File: src/rtl/core/pai_pkg.sv
// Shared types, constants and compare functions for the Pareto archive.
package pai_pkg;

    localparam int CAPACITY  = 32;
    localparam int OBJ_W     = 32;
    localparam int TOUR_W    = 32;
    localparam int NCELL     = CAPACITY + 1;
    localparam int CNT_W     = $clog2(CAPACITY + 1);
    localparam int IDX_W     = $clog2(NCELL);
    localparam int PTR_W     = $clog2(NCELL + 1);
    localparam int OUT_CNT_W = 6;

    localparam logic FUNC_INSERT = 1'b0;
    localparam logic FUNC_CLEAR  = 1'b1;

    typedef struct packed {
        logic signed [OBJ_W-1:0]  p;
        logic signed [OBJ_W-1:0]  s;
        logic signed [OBJ_W-1:0]  c;
        logic        [TOUR_W-1:0] t;
    } entry_t;

    typedef enum logic [1:0] {
        CELL_HOLD,
        CELL_INSERT,
        CELL_PRUNE,
        CELL_SHIFT
    } cell_op_t;

    typedef struct packed {
        cell_op_t op;
        logic     in_range;
        logic     fill;
    } cell_ctl_t;

    typedef enum logic [2:0] {
        ST_IDLE,
        ST_INSERT,
        ST_PRUNE,
        ST_FIXUP,
        ST_EMIT
    } state_t;

    // Sort order: primary, secondary, check (signed), then tour id.
    function automatic logic less_than(entry_t a, entry_t b);
        logic r;
        if (a.p != b.p) begin
            r = ($signed(a.p) < $signed(b.p));
        end else if (a.s != b.s) begin
            r = ($signed(a.s) < $signed(b.s));
        end else if (a.c != b.c) begin
            r = ($signed(a.c) < $signed(b.c));
        end else begin
            r = (a.t < b.t);
        end
        return r;
    endfunction

    // True when earlier entry cur knocks out later entry l.
    function automatic logic removes(logic three_obj, entry_t cur, entry_t l);
        logic r;
        if (three_obj) begin
            r = ($signed(l.s) >= $signed(cur.s)) && ($signed(l.c) >= $signed(cur.c));
        end else if (l.p == cur.p) begin
            if (l.s == cur.s) begin
                r = (l.t == cur.t);
            end else begin
                r = ($signed(l.s) > $signed(cur.s));
            end
        end else begin
            r = ($signed(l.s) >= $signed(cur.s));
        end
        return r;
    endfunction

endpackage

File: src/rtl/core/pai_cell.sv
// One archive slot: holds an entry, sorts in a new point, prunes and shifts.
module pai_cell (
    input  logic               aclk,
    input  logic               aresetn,
    input  pai_pkg::cell_ctl_t ctl,
    input  logic               three_obj,
    input  pai_pkg::entry_t    np,
    input  pai_pkg::entry_t    head,
    input  pai_pkg::entry_t    left_entry,
    input  logic               left_gt,
    input  pai_pkg::entry_t    right_entry,
    input  logic               right_alive,
    output pai_pkg::entry_t    entry,
    output logic               alive,
    output logic               gt,
    output logic               dup
);
    import pai_pkg::*;

    entry_t entry_reg, entry_next;
    logic   alive_reg, alive_next;

    // Empty slots sort after everything.
    assign gt  = !ctl.in_range || less_than(np, entry_reg);
    assign dup = ctl.in_range && (np.p == entry_reg.p) && (np.s == entry_reg.s)
                 && (np.t == entry_reg.t);

    always_comb begin
        entry_next = entry_reg;
        alive_next = alive_reg;
        unique case (ctl.op)
            CELL_INSERT: begin
                if (gt && !left_gt) begin
                    entry_next = np;
                end else if (gt) begin
                    entry_next = left_entry;
                end
                alive_next = ctl.fill;
            end
            CELL_PRUNE: begin
                if (removes(three_obj, head, entry_reg)) begin
                    alive_next = 1'b0;
                end
            end
            CELL_SHIFT: begin
                entry_next = right_entry;
                alive_next = right_alive;
            end
            default: begin
            end
        endcase
    end

    always_ff @(posedge aclk) begin
        if (!aresetn) begin
            alive_reg <= 1'b0;
        end else begin
            alive_reg <= alive_next;
        end
        entry_reg <= entry_next;
    end

    assign entry = entry_reg;
    assign alive = alive_reg;

endmodule

File: config.mk
export PLATFORM = sky130hd
export DESIGN_NAME = pai_cell
export DESIGN_NICKNAME = d
export VERILOG_FILES = /design/src/rtl/core/pai_pkg.sv /design/src/rtl/core/pai_cell.sv
export SDC_FILE = /design/constraint.sdc
export NUM_CORES = 1
export LEC_CHECK = 0
export BUFFER_PORTS_ARGS = -buffer_cell sky130_fd_sc_hd__buf_4
export CAP_MARGIN = 20
export CORE_AREA = 2 2 250 252
export CTS_CLUSTER_DIAMETER = 60
export DETAILED_ROUTE_END_ITERATION = 8
export DIE_AREA = 0 0 252 254
export GPL_ROUTABILITY_DRIVEN = 1
export PLACE_DENSITY_LB_ADDON = 0.1
export SYNTH_ARGS = -nofsm -noshare
export SYNTH_HDL_FRONTEND = slang
export SYNTH_SLANG_ARGS = --single-unit
File: constraint.sdc
create_clock -name aclk -period 7.9 [get_ports aclk]
set_clock_uncertainty 0.2 [all_clocks]
set_input_delay 0.395 -clock aclk [delete_from_list [all_inputs] [get_ports aclk]]
set_output_delay 0.395 -clock aclk [all_outputs]
set_load 0.05 [all_outputs]
* Word level (Yosys, flattened, before mapping)
Cells that the tools add are included. Widths: inputs -> output; s select.
Word-level totals: bits in read-only memories 0, memory bits (writable) 0, flip-flop bits (word level) 129, bits in latches 0, memories kept 0
Operators by class: $lt $le $gt $ge 7, eq/ne operators 14, shifts and indexed selects 0, multiply operators 0, multiplexer cells 12, $add $sub $neg 0, reductions and logical operators 12, bitwise gates (word level) 0, divide/modulo/power cells 0
Operators by type and width (number):
- $mux 128 | 2
- $pmux 128 s2 | 1
- $eq 32x32->1 | 6
- $lt 32x32->1 | 4
- $ne 32x32->1 | 3
- $ge 32x32->1 | 2
- $gt 32x32->1 | 1
- $mux 1 | 8
- $logic_and 1x1->1 | 5
- $eq 2x2->1 const B | 2
- $reduce_and 2->1 | 2
- $ne 3x3->1 const B | 1
- $pmux 1 s3 | 1
- $reduce_bool 3->1 | 1
- $eq 2x1->1 const B | 1
- $logic_not 1->1 | 2
- $ne 2x2->1 const B | 1
- $reduce_bool 2->1 | 1
- $logic_or 1x1->1 | 1

* Logic depth before layout (Yosys ltp)
word-level depth 8, gate-level depth with buffers 12, gate-level depth less buffers 10

* Least setup slack after synthesis
Ideal clock, no wire load.
kind register to register, from reg entry_reg, in the netlist entry[47], to reg entry_reg, in the netlist entry[0] (enable), data required time 7.202 ns, arrival 6.187 ns, stages on the path, launching flop included 12, clock period less this slack 6.885 ns, setup slack 1.015 ns, setup time 0.498 ns, cell sequence edfxtp_1 > inv_1 > ha_1 > and3_1 > nand4_1 > nor3_1 > or4b_2 > nor4_2 > nor4b_2 > buf_2 > nor2_1 > o21a_1
On the way: longest elaborated chain between the ends 8
RTL lines:
- from (decl) | line pai_cell.sv:20 | entry_t entry_reg, entry_next;
- from (signal assigned) | line pai_cell.sv:60 | entry_reg <= entry_next;
- $lt 32x32->1 / $ne 32x32->1 (equally long branches) | line pai_pkg.sv:52, pai_pkg.sv:51
- $mux 1 * | line pai_pkg.sv:51 | end else if (a.c != b.c) begin
- $mux 1 * | line pai_pkg.sv:49 | end else if (a.s != b.s) begin
- $mux 1 * | line pai_pkg.sv:47 | if (a.p != b.p) begin
- $logic_or 1x1->1 * | line pai_cell.sv:24 | assign gt = !ctl.in_range || less_than(np, entry_reg);
- net gt | line pai_cell.sv:15 | output logic gt,
- $logic_and 1x1->1 | line pai_cell.sv:33 | if (gt && !left_gt) begin
- $ne 3x3->1 (no source line) *
- $reduce_and 2->1 (no source line) *
The timed path passes the listed nets; every way through them passes the cells marked *. A chain may end at the register's enable or synchronous reset.

* Worst setup path after layout
from reg entry_reg, in the netlist entry[123], to out gt
On the way: longest elaborated chain between the ends 3
RTL lines (line):
- $lt 32x32->1 / $ne 32x32->1 (equally long branches) | pai_pkg.sv:48, pai_pkg.sv:47
- $mux 1 * | pai_pkg.sv:47
- $logic_or 1x1->1 * | pai_cell.sv:24
- to (decl) | pai_cell.sv:15
Every way passes the cells marked *; elsewhere a longest branch is shown, timed or not.

==> results.toml <==
[outcome]
status = "completed"

[finish]
nFillCells = 6685
fin_util_pct = 33.57
seq_area_um2 = 3864
multi_input_area_um2 = 8746
nets = 3031
post-route-cell-area_um2 = 20560
layoutNonFillerInstCount = 3127
largest_reg_flops = 128
syn_to_final_growth_pct = 48.65
drive_gt1_share_pct = 30.29

[sta]
maxSlewHeadroom_pct = 24.79
setup_ws_ns = 3.053
fin_hold_ws_ns = 0.05131
min_period_ns = 4.847
max_freq_mhz = 206.3
hold_violations = 0
tightest_slew_ns = 1.128
finalSetupTns_ns = 0
maxSlewViolCount = 0
setup_viol = 0
rsz0062_at_grt = "false"
layout_worst_path_cycle_share_pct = 61.36

[power_and_ir_drop]
finalPower_mw = 3.194
ir_drop_mv = 0.1756
intPower_mw = 1.885
power_switching_mw = 1.309
p_comb_share_pct = 44.2
seqPwrFrac_pct = 30.1
swShare_pct = 40.98
clockPowerShare_pct = 25.7
p_leak_nw = 9.490
p_per_area_nw_per_um2 = 155.3

[yosys]
async_reset_ff_share_pct = 0
synthMostInstantiatedCell = "a21oi_1"
ys_warn_count = 0
synth_top_area_share_pct = 27.78
ys.flop_type = "edfxtp_1"
synthTopCellsByCount = "a21oi_1 (198), inv_1 (195), ha_1 (192), nor2_1 (160)"
syn_inst = 1682
yosys-top-cells-area = "edfxtp_1 (28%), ha_1 (17%), a21oi_1 (7.2%)"
ys_types = 59
synth-seq-cells = 129
yosys.area.top_type = "edfxtp_1"
syn_avg_cell_area_um2 = 8.225
netlist_area_um2 = 13830
synth_edf_count = 128
syn_nets = 2395
yosysSeqAreaShare_pct = 27.93

[critical_path]
path_class = "reg2out"
critical_path.cell_chain = "inv_1 -> ha_1 -> nand4_1 -> nor4_1 -> or2_2 -> o41ai_1 -> a21oi_1 -> a31o_4 -> nor2_1 -> buf_4"
crit_path_start_kind = "flip-flop"
arrival_ns = 4.25
worstPathRequired_ns = 7.30
crit_buf_inv = 2
worstPathMaxFanout = 61
cp-end-kind = "primary output"
critPathTopFamily = "compound AO/OA/AOI/OAI gates"
critPathMaxStageDelay_ns = 0.79
slowest_stage = "a31o_4"

[place]
placed_cell_area_um2 = 19350
port_buffers = 651
hpwl_mm = 55.98
place_congestion = 0.9008
dp.cells = 3024
dp_slack_ns = 3.122

[grt]
grt_pass1_vias = 16000
grt_pass1_wl_mm = 104.3
grt.total_usage_pct = 22.05
overflow = 0
antenna_found_initial = 8
grt_max_degree = 129

[drt]
drtIter0Drc = 922
drtAntennaViolNets = 0
wire_per_inst_um = 23.35
wirelength_mm = 73.02
drc_errors = 0
viasPerCell = 4.969
drt_pass1_iterations = 5
dr_total_vias = 15540

[clocking]
root_buffer = "clkbuf_16"
cts_resized = 0
cts_inserted_buffers = 17
clk_latency_ns = 0.48
clockBufferDepth = 2
h-tree-depth = 4
cts_sinks = 129
clk_pin_slew_worst_paths_ns = 0.07
cts_tree = "done"
postCtsHoldBufs = 65
cts_setup_buffers = 0

[floorplanning]
num_io_pins = 652
die_x_um = 252
die_h_um = 254
start_util_pct = 22.58
fp.coreArea_um2 = 61260
num_rows = 91
die_area_um2 = 64010

[flow_run]
maxCapViolCount = 0

[min_path]
hold_class = "in2reg"
## power by group through the flow
| stage | clock network [mW] | logic (mW) | registers (mW) |
|---|---|---|---|
| 2_1_floorplan | 0 | 0.568 | 1.18 |
| 5_1_grt | 0.876 | 1.54 | 0.971 |
| 6_report | 0.820 | 1.41 | 0.962 |
| 3_3_place_gp | 0 | 1.39 | 0.977 |
| 3_5_place_dp | 0 | 1.39 | 0.977 |
| 4_1_cts | 0.860 | 1.42 | 0.964 |
## worst min-delay path, delay by kind of cell
kind | cells | cell delay [ns]
simple gates | 1 | 0.04
compound gates | 1 | 0.10
buf+inv | 1 | 0.09
## layout make-up
| type | count | area share (%) |
|---|---|---|
| Multi-Input combinational cell | 1246 | 42.53 |
| Timing Repair Buffer | 729 | 27.56 |
| Sequential cell | 129 | 18.79 |
| Tap cell | 790 | 4.807 |
| Inverter | 195 | 3.559 |
| Clock buffer | 19 | 2.105 |
| Clock inverter | 13 | 0.5841 |
| Antenna cell | 6 | 0.07301 |
## final timing paths
path	to	startpoint	slack, ns	depth (start not counted)
worst min-delay path	entry[52]$_DFFE_PP_	right_entry[52]	0.05	3
worst max register to register	entry[55]$_DFFE_PP_	entry[123]$_DFFE_PP_	3.08	11
worst max-delay path	gt	entry[123]$_DFFE_PP_	3.05	10
worst min register to register	alive$_SDFFE_PN0P_	alive$_SDFFE_PN0P_	0.28	2
## kinds of logic (layout without fill, tap and decap cells)
family / after synthesis / in the layout / share of synthesized area (%)
buffers and inverters: 307 / 956 / 9.261
multiplexers: 4 / 4 / 0.2985
flip-flops: 129 / 129 / 27.93
AND/OR/NAND/NOR: 441 / 441 / 16.62
AO/OA/AOI/OAI: 545 / 545 / 24.47
other: 0 / 6 / 0
XOR/XNOR: 64 / 64 / 4.052
adder cells (fa/ha/maj): 192 / 192 / 17.36
## routing by layer
| metal | GRT usage, % | vias up | routed length [µm] |
|---|---|---|---|
| met5 | 0 | - | 33 |
| li1 | - | 7434 | - |
| met3 | 5.357 | 79 | 4847 |
| met4 | 7.692 | 4 | 1923 |
| met2 | 38.10 | 576 | 36170 |
| met1 | 26.63 | 7446 | 30040 |
## layout by cell type, fill, tap and decap left out, types with 6 or more instances in the layout
cell type / instances
clkbuf_16: 17
o21a_1: 6
nand3_1: 10
nor2_1: 160
nor3_1: 13
o211ai_1: 9
o31ai_1: 129
inv_1: 195
buf_4: 661
o21ai_0: 31
nand2_1: 35
nor2b_1: 132
diode_2: 6
nand4_1: 54
xor2_1: 28
ha_1: 192
a21oi_1: 198
a211oi_1: 9
dlygate4sd3_1: 65
nor4_1: 14
xnor2_1: 36
a31oi_1: 131
edfxtp_1: 128
Note: power is estimated with default switching activity, not from simulation.
